### config.mk
export PLATFORM = sky130hd
export DESIGN_NAME = encoder_distance_trigger_table
export DESIGN_NICKNAME = d
export VERILOG_FILES = /design/src/rtl/core/edt_pkg.sv /design/src/rtl/core/edt_ctrl.sv /design/src/rtl/core/edt_datapath.sv /design/src/rtl/core/encoder_distance_trigger_table.sv
export VERILOG_INCLUDE_DIRS = /design/src /design/src/rtl/core
export SDC_FILE = /design/constraint.sdc
export NUM_CORES = 2
export LEC_CHECK = 0
export BUFFER_PORTS_ARGS = -buffer_cell sky130_fd_sc_hd__buf_2
export CORE_MARGIN = 4
export CORE_UTILIZATION = 53
export CTS_CLUSTER_DIAMETER = 40
export DETAILED_ROUTE_END_ITERATION = 16
export PLACE_DENSITY_LB_ADDON = 0.15
export SYNTH_ARGS = -nofsm -noshare
export SYNTH_HDL_FRONTEND = slang
export SYNTH_HIERARCHICAL = 1
export SYNTH_SLANG_ARGS = --single-unit
### constraint.sdc
create_clock -name clk -period 14.1 [get_ports clk]
set_input_delay 2.82 -clock clk [delete_from_list [all_inputs] [get_ports clk]]
set_output_delay 2.82 -clock clk [all_outputs]
set_load 0.03 [all_outputs]
### src/rtl/core/assert_macros.svh
// Shared assertion macros for the RTL.
`ifndef ASSERT_MACROS_SVH
`define ASSERT_MACROS_SVH

// Same-cycle implication, checked outside reset.
`define ASSERT_SAME(label, ante, cons) \
  label: assert property (@(posedge clk) disable iff (!rst_n) (ante) |-> (cons)) \
    else $error("assertion failed");

// Next-cycle implication, checked outside reset.
`define ASSERT_NEXT(label, ante, cons) \
  label: assert property (@(posedge clk) disable iff (!rst_n) (ante) |=> (cons)) \
    else $error("assertion failed");

`endif

### src/rtl/core/edt_pkg.sv
package edt_pkg;

  localparam int MAX_TRIGGERS_DEF = 16;

  // Operation codes.
  localparam logic [2:0] OP_SAMPLE  = 3'd0;
  localparam logic [2:0] OP_ADD     = 3'd1;
  localparam logic [2:0] OP_REMOVE  = 3'd2;
  localparam logic [2:0] OP_ENABLE  = 3'd3;
  localparam logic [2:0] OP_DISABLE = 3'd4;
  localparam logic [2:0] OP_CLEAR   = 3'd5;
  localparam logic [2:0] OP_REARM   = 3'd6;
  localparam logic [2:0] OP_QUERY   = 3'd7;

  // Result kinds.
  localparam logic [1:0] KIND_REPLY = 2'd0;
  localparam logic [1:0] KIND_FIRED = 2'd1;
  localparam logic [1:0] KIND_END   = 2'd2;

  // Source codes.
  localparam logic [2:0] SRC_LEFT  = 3'd0;
  localparam logic [2:0] SRC_RIGHT = 3'd1;
  localparam logic [2:0] SRC_MEAN  = 3'd2;
  localparam logic [2:0] SRC_ABS   = 3'd3;
  localparam logic [2:0] SRC_DIFF  = 3'd4;

  // Compare codes.
  localparam logic [2:0] CMP_GT   = 3'd0;
  localparam logic [2:0] CMP_LT   = 3'd1;
  localparam logic [2:0] CMP_NEAR = 3'd2;
  localparam logic [2:0] CMP_GE   = 3'd3;
  localparam logic [2:0] CMP_LE   = 3'd4;

  // Flag bit positions.
  localparam int FL_ONESHOT = 6;
  localparam int FL_ACTIVE  = 7;
  localparam int FL_FIRED   = 8;

  localparam int NEAR_TOL = 66;

  // Commands from the controller to the datapath.
  typedef struct packed {
    logic load;
    logic step;
    logic act;
    logic derive;
    logic check;
    logic fin;
  } edt_cmd_t;

  // Status from the datapath to the controller.
  typedef struct packed {
    logic [2:0] op;
    logic       at_end;
    logic       hit;
    logic       active;
  } edt_sts_t;

  // Value derived from the wheel distances.
  function automatic logic signed [32:0] derive_val(
      input logic [2:0] src, input logic signed [31:0] l, input logic signed [31:0] r);
    logic signed [32:0] s;
    logic [32:0] al;
    logic [32:0] ar;
    logic [32:0] as;
    s  = 33'(l) + 33'(r);
    al = l[31] ? (33'd0 - 33'(l)) : 33'(l);
    ar = r[31] ? (33'd0 - 33'(r)) : 33'(r);
    as = al + ar;
    case (src)
      SRC_LEFT:  derive_val = 33'(l);
      SRC_RIGHT: derive_val = 33'(r);
      SRC_MEAN:  derive_val = s >>> 1;
      SRC_ABS:   derive_val = as[32] ? 33'h0_FFFF_FFFF : as;
      SRC_DIFF:  derive_val = 33'(l) - 33'(r);
      default:   derive_val = '0;
    endcase
  endfunction

  // Trigger condition.
  function automatic logic cond_met(
      input logic [2:0] cmp, input logic signed [32:0] v, input logic signed [31:0] t);
    logic signed [33:0] d;
    logic signed [32:0] te;
    te = 33'(t);
    d  = 34'(v) - 34'(te);
    case (cmp)
      CMP_GT:   cond_met = v > te;
      CMP_LT:   cond_met = v < te;
      CMP_NEAR: cond_met = (d < 34'sd66) && (d > -34'sd66);
      CMP_GE:   cond_met = v >= te;
      CMP_LE:   cond_met = v <= te;
      default:  cond_met = 1'b0;
    endcase
  endfunction

endpackage

### src/rtl/core/edt_ctrl.sv
module edt_ctrl
  import edt_pkg::*;
(
  input  logic     clk,
  input  logic     rst_n,
  input  logic     start,
  output logic     busy,
  input  edt_sts_t sts,
  output edt_cmd_t cmd
);

  localparam logic [2:0] S_IDLE = 3'd0;
  localparam logic [2:0] S_FIND = 3'd1;
  localparam logic [2:0] S_ACT  = 3'd2;
  localparam logic [2:0] S_DER  = 3'd3;
  localparam logic [2:0] S_CHK  = 3'd4;
  localparam logic [2:0] S_END  = 3'd5;

  logic [2:0] state_r, state_nxt;

  assign busy = (state_r != S_IDLE);

  // Sequencing of lookups, actions and the sample scan.
  always_comb begin
    state_nxt = state_r;
    cmd = '0;
    case (state_r)
      S_IDLE: begin
        if (start) begin
          cmd.load = 1'b1;
          // The op arrives with start; the datapath latches it this edge.
          state_nxt = S_FIND;
        end
      end
      S_FIND: begin
        if (sts.op == OP_SAMPLE) begin
          state_nxt = S_DER;
        end else if (sts.op inside {OP_ADD, OP_CLEAR, OP_REARM}) begin
          state_nxt = S_ACT;
        end else if (sts.at_end || sts.hit) begin
          state_nxt = S_ACT;
        end else begin
          cmd.step = 1'b1;
        end
      end
      S_ACT: begin
        cmd.act = 1'b1;
        state_nxt = S_IDLE;
      end
      S_DER: begin
        if (sts.at_end) begin
          state_nxt = S_END;
        end else if (!sts.active) begin
          cmd.step = 1'b1;
        end else begin
          cmd.derive = 1'b1;
          state_nxt = S_CHK;
        end
      end
      S_CHK: begin
        cmd.check = 1'b1;
        state_nxt = S_DER;
      end
      S_END: begin
        cmd.fin = 1'b1;
        state_nxt = S_IDLE;
      end
      default: state_nxt = S_IDLE;
    endcase
  end

  always_ff @(posedge clk) begin
    if (!rst_n) begin
      state_r <= S_IDLE;
    end else begin
      state_r <= state_nxt;
    end
  end

endmodule

### src/rtl/core/edt_datapath.sv
`include "assert_macros.svh"

module edt_datapath
  import edt_pkg::*;
#(
  parameter int N = MAX_TRIGGERS_DEF
) (
  input  logic               clk,
  input  logic               rst_n,
  input  logic [2:0]         in_op,
  input  logic signed [31:0] in_left_distance,
  input  logic signed [31:0] in_right_distance,
  input  logic [31:0]        in_trigger_id,
  input  logic [2:0]         in_source_kind,
  input  logic [2:0]         in_compare_kind,
  input  logic signed [31:0] in_target,
  input  logic               in_one_shot,
  input  edt_cmd_t           cmd,
  output edt_sts_t           sts,
  output logic               out_valid,
  output logic [1:0]         out_kind,
  output logic               out_ok,
  output logic [31:0]        out_fired_id,
  output logic signed [32:0] out_fired_value,
  output logic [4:0]         out_fired_count,
  output logic               out_last
);

  localparam int CW = $clog2(N + 1);
  localparam int IW = (N > 1) ? $clog2(N) : 1;

  // Trigger table.
  logic [31:0] id_r  [N];
  logic [31:0] tgt_r [N];
  logic [8:0]  flg_r [N];

  logic [CW-1:0] count_r;
  logic [CW-1:0] idx_r;
  logic [31:0]   next_id_r;
  logic [4:0]    fcnt_r;

  // Latched item.
  logic [2:0]         op_r;
  logic signed [31:0] left_r, right_r;
  logic [31:0]        tid_r;
  logic [2:0]         src_r, cmp_r;
  logic [31:0]        tgt_in_r;
  logic               os_r;
  logic signed [32:0] val_r;

  // Output register.
  logic               out_valid_r;
  logic [1:0]         out_kind_r;
  logic               out_ok_r;
  logic [31:0]        out_id_r;
  logic signed [32:0] out_val_r;
  logic [4:0]         out_cnt_r;
  logic               out_last_r;

  logic [IW-1:0] ix;
  logic [IW-1:0] cix;
  logic [31:0]   e_id;
  logic [31:0]   e_tgt;
  logic [8:0]    e_flg;
  logic          at_end;
  logic          full;
  logic          met;
  logic          fire;
  logic          rearm_one;
  logic          shift_en;
  logic          add_ok;
  logic [31:0]   id_inc;

  // Current entry, selected by the scan index.
  assign ix     = idx_r[IW-1:0];
  assign cix    = count_r[IW-1:0];
  assign e_id   = id_r[ix];
  assign e_tgt  = tgt_r[ix];
  assign e_flg  = flg_r[ix];
  assign at_end = (idx_r >= count_r);
  assign full   = (count_r >= CW'(N));
  assign add_ok = !full;
  assign id_inc = next_id_r + 32'd1;

  // Compare of the registered derived value.
  assign met       = cond_met(e_flg[5:3], val_r, e_tgt);
  assign fire      = cmd.check && met && !e_flg[FL_FIRED];
  assign rearm_one = cmd.check && !met && e_flg[FL_FIRED] && !e_flg[FL_ONESHOT];
  assign shift_en  = (cmd.act && op_r == OP_REMOVE && !at_end)
                   || (fire && e_flg[FL_ONESHOT]);

  assign sts.op     = op_r;
  assign sts.at_end = at_end;
  assign sts.hit    = (e_id == tid_r);
  assign sts.active = e_flg[FL_ACTIVE];

  // Table writes, including the compacting shift on removal.
  // A one-shot entry that fires is removed by the shift alone.
  always_ff @(posedge clk) begin
    if (cmd.act) begin
      case (op_r)
        OP_ADD: begin
          if (add_ok) begin
            id_r[cix]  <= next_id_r;
            tgt_r[cix] <= tgt_in_r;
            flg_r[cix] <= {1'b0, 1'b1, os_r, cmp_r, src_r};
          end
        end
        OP_ENABLE: begin
          if (!at_end) flg_r[ix][FL_ACTIVE] <= 1'b1;
        end
        OP_DISABLE: begin
          if (!at_end) flg_r[ix][FL_ACTIVE] <= 1'b0;
        end
        OP_REARM: begin
          for (int i = 0; i < N; i++) flg_r[i][FL_FIRED] <= 1'b0;
        end
        default: ;
      endcase
    end
    if (fire && !e_flg[FL_ONESHOT]) flg_r[ix][FL_FIRED] <= 1'b1;
    if (rearm_one) flg_r[ix][FL_FIRED] <= 1'b0;
    if (shift_en) begin
      for (int i = 0; i < N - 1; i++) begin
        if (CW'(i) >= idx_r) begin
          id_r[i]  <= id_r[i+1];
          tgt_r[i] <= tgt_r[i+1];
          flg_r[i] <= flg_r[i+1];
        end
      end
    end
  end

  // Control state.
  always_ff @(posedge clk) begin
    if (!rst_n) begin
      count_r     <= '0;
      idx_r       <= '0;
      next_id_r   <= 32'd1;
      fcnt_r      <= '0;
      out_valid_r <= 1'b0;
    end else begin
      out_valid_r <= cmd.act || fire || cmd.fin;
      if (cmd.load) begin
        idx_r  <= '0;
        fcnt_r <= '0;
      end else if (cmd.step || (cmd.check && !shift_en)) begin
        idx_r <= idx_r + CW'(1);
      end
      if (fire) fcnt_r <= fcnt_r + 5'd1;
      if (cmd.act && op_r == OP_ADD && add_ok) begin
        count_r   <= count_r + CW'(1);
        next_id_r <= (id_inc == 32'd0) ? 32'd1 : id_inc;
      end else if (cmd.act && op_r == OP_CLEAR) begin
        count_r <= '0;
      end else if (shift_en) begin
        count_r <= count_r - CW'(1);
      end
    end
  end

  // Item latch, derived value and result payload.
  always_ff @(posedge clk) begin
    if (cmd.load) begin
      op_r     <= in_op;
      left_r   <= in_left_distance;
      right_r  <= in_right_distance;
      tid_r    <= in_trigger_id;
      src_r    <= in_source_kind;
      cmp_r    <= in_compare_kind;
      tgt_in_r <= in_target;
      os_r     <= in_one_shot;
    end
    if (cmd.derive) val_r <= derive_val(e_flg[2:0], left_r, right_r);
    if (cmd.act) begin
      out_kind_r <= KIND_REPLY;
      out_val_r  <= '0;
      out_cnt_r  <= '0;
      out_last_r <= 1'b1;
      out_id_r   <= (op_r == OP_ADD && add_ok) ? next_id_r : 32'd0;
      case (op_r)
        OP_ADD:   out_ok_r <= add_ok;
        OP_QUERY: out_ok_r <= !at_end && e_flg[FL_ACTIVE];
        OP_CLEAR, OP_REARM: out_ok_r <= 1'b1;
        default:  out_ok_r <= !at_end;
      endcase
    end else if (fire) begin
      out_kind_r <= KIND_FIRED;
      out_ok_r   <= 1'b1;
      out_id_r   <= e_id;
      out_val_r  <= val_r;
      out_cnt_r  <= '0;
      out_last_r <= 1'b0;
    end else if (cmd.fin) begin
      out_kind_r <= KIND_END;
      out_ok_r   <= 1'b1;
      out_id_r   <= '0;
      out_val_r  <= '0;
      out_cnt_r  <= fcnt_r;
      out_last_r <= 1'b1;
    end
  end

  assign out_valid       = out_valid_r;
  assign out_kind        = out_kind_r;
  assign out_ok          = out_ok_r;
  assign out_fired_id    = out_id_r;
  assign out_fired_value = out_val_r;
  assign out_fired_count = out_cnt_r;
  assign out_last        = out_last_r;

  // The table never holds more entries than it has room for.
  `ASSERT_SAME(a_count_range, 1'b1, count_r <= CW'(N))
  // A new item always starts its scan at the first entry.
  `ASSERT_NEXT(a_load_idx, cmd.load, idx_r == '0)
  // A firing is counted in the cycle after it is found.
  `ASSERT_NEXT(a_fire_count, fire && !cmd.load, fcnt_r == $past(fcnt_r) + 5'd1)

endmodule

### src/rtl/core/encoder_distance_trigger_table.sv
// Distance trigger table. An item is taken when start is high and busy is low;
// results then appear on the out_ ports for one cycle each, marked by out_valid,
// and the receiver cannot stall them. Every operation but sample ends in one
// reply item. Add, clear all and re-arm all go to their action without a lookup;
// remove, enable, disable and query look the id up one entry per cycle, stopping
// at a match or at the end of the table. A sample walks the table one entry at a
// time: an inactive entry is skipped, and an active one has its value derived,
// then compared. It emits one item per firing and then an end item with the
// firing count.
module encoder_distance_trigger_table
  import edt_pkg::*;
#(
  parameter int MAX_TRIGGERS = MAX_TRIGGERS_DEF
) (
  input  logic               clk,
  input  logic               rst_n,
  input  logic               start,
  output logic               busy,
  input  logic [2:0]         in_op,
  input  logic signed [31:0] in_left_distance,
  input  logic signed [31:0] in_right_distance,
  input  logic [31:0]        in_trigger_id,
  input  logic [2:0]         in_source_kind,
  input  logic [2:0]         in_compare_kind,
  input  logic signed [31:0] in_target,
  input  logic               in_one_shot,
  output logic               out_valid,
  output logic [1:0]         out_kind,
  output logic               out_ok,
  output logic [31:0]        out_fired_id,
  output logic signed [32:0] out_fired_value,
  output logic [4:0]         out_fired_count,
  output logic               out_last
);

  edt_cmd_t cmd;
  edt_sts_t sts;

  // Sequencer.
  edt_ctrl u_ctrl (
    .clk   (clk),
    .rst_n (rst_n),
    .start (start),
    .busy  (busy),
    .sts   (sts),
    .cmd   (cmd)
  );

  // Table and arithmetic.
  edt_datapath #(.N(MAX_TRIGGERS)) u_dp (
    .clk               (clk),
    .rst_n             (rst_n),
    .in_op             (in_op),
    .in_left_distance  (in_left_distance),
    .in_right_distance (in_right_distance),
    .in_trigger_id     (in_trigger_id),
    .in_source_kind    (in_source_kind),
    .in_compare_kind   (in_compare_kind),
    .in_target         (in_target),
    .in_one_shot       (in_one_shot),
    .cmd               (cmd),
    .sts               (sts),
    .out_valid         (out_valid),
    .out_kind          (out_kind),
    .out_ok            (out_ok),
    .out_fired_id      (out_fired_id),
    .out_fired_value   (out_fired_value),
    .out_fired_count   (out_fired_count),
    .out_last          (out_last)
  );

endmodule
==> results_tabular.tex <==
\begin{tabular}{lr}
\hline
Metric & Value \\
\hline
\multicolumn{2}{l}{\textbf{Min path}} \\
Worst hold path stage count & 1 \\
Start point of the worst min-delay path & u\_dp/out\_fired\_value[2] \\
Hold-critical path endpoint & u\_dp/out\_fired\_value[2] \\
Path type of the worst min-delay path & reg2reg \\
\multicolumn{2}{l}{\textbf{Timing}} \\
Final Hold Viols & 0 \\
Post-route clock skew & between 0.06 and 0.07 ns \\
Setup repair after global routing missed its margin & false \\
Final worst path period share & 0.737 \\
Post-Route Setup TNS & 0 ns \\
Minimum clock period after layout & just over 10 ns \\
Final setup fails & 0 \\
Final number of max-transition violations & 0 \\
Final worst hold slack & around 0.47 ns \\
Transition time at the pin with the least slew margin & 1.20 ns \\
Max Clk Rate & slightly below 100 MHz \\
Crit path setup slack, layout & around 3.7 ns \\
Worst relative slew slack & 0.197 \\
\multicolumn{2}{l}{\textbf{Pwr}} \\
Peak ir drop on the vdd network & 0.136 mV \\
Total leakage power & between 30 and 40 nW \\
Pwr per Cell Area & roughly 130 nW/um\^{}2 \\
\multicolumn{2}{l}{\textbf{Placement}} \\
Placed cell count & 7,246 \\
Post-place setup slack & 3.79 ns \\
Buffers on Ports & between 200 and 250 \\
DPL Wire Length & 142,000 um \\
Gp weighted congestion & around 0.94 \\
\multicolumn{2}{l}{\textbf{Worst setup path}} \\
Top fanout value on the critical path & 45 \\
Reg-to-reg slack, setup & between 3 and 4 ns \\
Logic depth of the worst register-to-register path & 22 \\
End of the worst register-to-register path & u\_dp/id\_r[7][17] \\
Data arrival time at the worst-slack endpoint & approximately 11 ns \\
Startpoint class of the critical path & flip-flop \\
Type of the worst setup path & reg2reg \\
Required time of the critical path & about 15 ns \\
Worst setup EP type & flip-flop \\
\multicolumn{2}{l}{\textbf{Global route}} \\
Via count of the first global-routing pass & $\sim$50k \\
Most heavily used metal layer in global routing & met2 \\
Met2 track demand over resource in global routing & 0.462 \\
Met1 Resource Use GR & 0.437 \\
Overall fraction of global-route tracks in use & 0.296 \\
Number of antenna violations at the first check in global routing & 3 \\
Maximum number of pins on one net before global-route repair & about 110 \\
M3 GR Usage & 0.0490 \\
Overflow left after global routing & 0 \\
Global-route wire length before repair & around 340,000 um \\
\multicolumn{2}{l}{\textbf{CTS}} \\
Cells resized by post-CTS repair & 0 \\
TritonCTS clock tree & yes \\
Clk sink count & 1,468 \\
H-tree depth reported by CTS & 4 \\
Clock insertion delay at the later pin of the skew report & approximately 0.86 ns \\
Clock slew at reported path FFs & $\sim$0.060 ns \\
Number of hold buffers added after CTS & 0 \\
Maximum clock path buffer count & 3 \\
CTS Buf Count & 210 \\
Buffer cell driving the clock tree root & sky130\_fd\_sc\_hd\_\_clkbuf\_16 \\
Post-CTS Setup Inserts & 0 \\
\multicolumn{2}{l}{\textbf{Synthesis}} \\
Average instance area after synthesis & 14.5 um\^{}2 \\
Main combinational cell family by area after synthesis & multiplexers \\
Share of Yosys cell area claimed by the top area cell type & 0.522 \\
Synthesis Warnings & 6 \\
Synthesis-stage register bit count & between 1k and 1.5k \\
Area share of and/or/nand/nor cells after synthesis & 0.0546 \\
Synth async-reset ratio & 0 \\
Nets in the synthesized netlist & 5,730 \\
Largest cells by area after synthesis & sky130\_fd\_sc\_hd\_\_edfxtp\_1 (52\%), sky130\_fd\_sc\_hd\_\_mux2\_2 (14\%), sky130\_fd\_sc\_hd\_\_mux4\_2 (10\%), sky130\_fd\_sc\_hd\_\_dfxtp\_1 (2.5\%), sky130\_fd\_sc\_hd\_\_ha\_1 (2.3\%) \\
Mux share of post-synthesis cell area & 0.260 \\
Sequential cell area fraction in the yosys report & 0.546 \\
Adder-Cell Fraction of Synth Area & 0.0240 \\
Post-synthesis compound-gate area fraction & 0.0627 \\
Xor and xnor area share after synthesis & 0.0232 \\
Post-Syn Area & around 80,000 um\^{}2 \\
Library cells used by synthesis & 92 \\
Cell type with the largest total area after synthesis & sky130\_fd\_sc\_hd\_\_edfxtp\_1 \\
Number of instances in the synthesized netlist & around 5.4k \\
Number of synthesized flops with an enable pin & 1,371 \\
Most instantiated flip-flop cell in the synthesis netlist & sky130\_fd\_sc\_hd\_\_edfxtp\_1 \\
\multicolumn{2}{l}{\textbf{Cells and area}} \\
Commonest non-fill, non-tap cells in the layout & sky130\_fd\_sc\_hd\_\_edfxtp\_1 (1,371), sky130\_fd\_sc\_hd\_\_mux2\_2 (994), sky130\_fd\_sc\_hd\_\_mux4\_2 (361) \\
Most frequent standard cell in the layout excluding fill and tap cells & sky130\_fd\_sc\_hd\_\_edfxtp\_1 \\
Post-route core utilization & 0.602 \\
Fraction of final layout cells sized beyond drive strength 1 & 0.365 \\
Layout area overhead & 12.8\% \\
Post-route insts no fill & about 7.6k \\
Layout filler cell count & around 11k \\
Total number of nets in the final design & $\sim$5.8k \\
\multicolumn{2}{l}{\textbf{Route}} \\
DRT iter0 DRCs & 5,689 \\
Remaining routing DRC violations & 0 \\
Antenna violation net count after detailed routing & 0 \\
Vias per std cell & 6.67 \\
Detailed Route WL & around 230,000 um \\
Iteration count of the initial detailed-routing pass & 6 \\
Total via count in the routed design & 51.0k \\
Wire length per cell & approximately 31 um \\
\multicolumn{2}{l}{\textbf{Floorplanning}} \\
Initial standard-cell utilization of the core & 0.534 \\
Die span in x & about 400 um \\
Overall die height & approximately 390 um \\
Standard-cell row count & approximately 140 \\
Die area & about 160,000 um\^{}2 \\
Count of pins on the block boundary & between 200 and 250 \\
Std-Cell Core Area & $\sim$150,000 um\^{}2 \\
\multicolumn{2}{l}{\textbf{Job}} \\
Max-capacitance violation count & 0 \\
\multicolumn{2}{l}{\textbf{Outcome}} \\
Result of the run & complete, no violations \\
\hline
\end{tabular}
metrics by stage:
stage / total power [mW] / area, um^2
after floorplan: 5.71 / 78900
after CTS: 11.5 / 89000
after global routing: 11.8 / 89000
after detailed placement: 5.97 / 81500
after global placement: 5.96 / 81500
final: 11.4 / 89000
layer usage:
layer / vias to the layer above / wire [um]
met4: 0 / 5320
met3: 355 / 19600
met5: - / 0
met1: 26575 / 101000
li1: 21602 / -
met2: 2438 / 108000
synth_stat cells, drive strengths merged (29+ instances only):
library cell	count
nand3	87
buf	137
clkbuf	279
mux2i	31
ha	145
mux4	361
edfxtp	1371
nand2b	32
inv	159
nor4	36
and3	29
o211ai	31
a22o	68
o31ai	33
or3	30
xnor2	146
nor2b	35
nor3	58
a21oi	149
nor2	177
dfxtp	97
xor2	63
mux2	1071
nand2	225
nand4	40
o21ai	166
layout make-up:
type                    count  area [um^2]  area share
clock buffers             236         5390      0.0606
clock inverters           158         2120      0.0238
diodes                      3         7.51   0.0000843
multi-input cells        3396        33700       0.378
inverters                 160          631     0.00708
repair buffers            292         1680      0.0188
well taps                1930         2410      0.0271
flip-flops and latches   1468        43100       0.484
cells by family (layout without fill, tap and decap cells):
| logic type | Yosys count | in the layout |
|---|---|---|
| other | 0 | 3 |
| AOI/OAI and AO/OA | 721 | 721 |
| DFF | 1468 | 1468 |
| adders and majority gates | 149 | 149 |
| buffers and inverters | 576 | 846 |
| muxes | 1463 | 1463 |
| xor gates and xnor gates | 209 | 209 |
| and+or+nand+nor | 854 | 854 |
worst max-delay path, stage by stage, from the launching register on:
cell,delay (ns)
sky130_fd_sc_hd__dfxtp_4,0.92
sky130_fd_sc_hd__buf_4,0.65
sky130_fd_sc_hd__mux4_2,0.59
sky130_fd_sc_hd__mux4_2,0.52
sky130_fd_sc_hd__inv_1,0.10
sky130_fd_sc_hd__ha_1,0.39
sky130_fd_sc_hd__nand3_1,0.18
sky130_fd_sc_hd__a21oi_1,0.55
sky130_fd_sc_hd__o311ai_0,0.37
sky130_fd_sc_hd__o2111a_1,0.31
sky130_fd_sc_hd__or4b_1,0.52
sky130_fd_sc_hd__o2111ai_1,0.18
sky130_fd_sc_hd__nor4bb_1,0.41
sky130_fd_sc_hd__nand4_1,0.17
sky130_fd_sc_hd__nand3_1,0.21
sky130_fd_sc_hd__nand4_1,0.15
sky130_fd_sc_hd__buf_4,0.26
sky130_fd_sc_hd__a211oi_4,0.26
sky130_fd_sc_hd__buf_4,0.56
sky130_fd_sc_hd__buf_4,0.87
sky130_fd_sc_hd__a21oi_1,0.24
sky130_fd_sc_hd__inv_4,0.66
sky130_fd_sc_hd__buf_4,0.71
flip-flops by register name, summed over array words and instances (netlist names), 2 cells and up, named ones only:
register	cells
u_dp/tgt_in_r	32
u_dp/idx_r	5
u_dp/tgt_r	512
u_dp/fcnt_r	5
u_dp/out_fired_count	5
u_dp/id_r	512
u_dp/right_r	32
u_dp/next_id_r	32
u_dp/out_kind	2
u_ctrl/state_r	3
u_dp/val_r	33
u_dp/left_r	32
u_dp/count_r	5
u_dp/cmp_r	3
u_dp/flg_r	144
u_dp/out_fired_id	32
u_dp/src_r	3
u_dp/tid_r	32
u_dp/out_fired_value	33
u_dp/op_r	3
worst max-delay path by stage:
stage	endpoint	startpoint	slack (ns)	cells after the start
final	u_dp/id_r[7][17]	flip-flop	3.70	22
after CTS	u_dp/tgt_r[7][9]	flip-flop	3.77	22
after floorplan	u_dp/flg_r[0][0]	flip-flop	3.97	29
after global routing	u_dp/id_r[7][17]	flip-flop	3.30	22
after global placement	u_dp/tgt_r[7][9]	flip-flop	3.95	22
after detailed placement	u_dp/tgt_r[7][13]	flip-flop	3.79	22
report_power, final:
group	switching [mW]	internal (mW)
logic	0.532	0.426
registers	0.109	4.84
clock network	2.16	3.38
(Power assumes the default switching activity.)
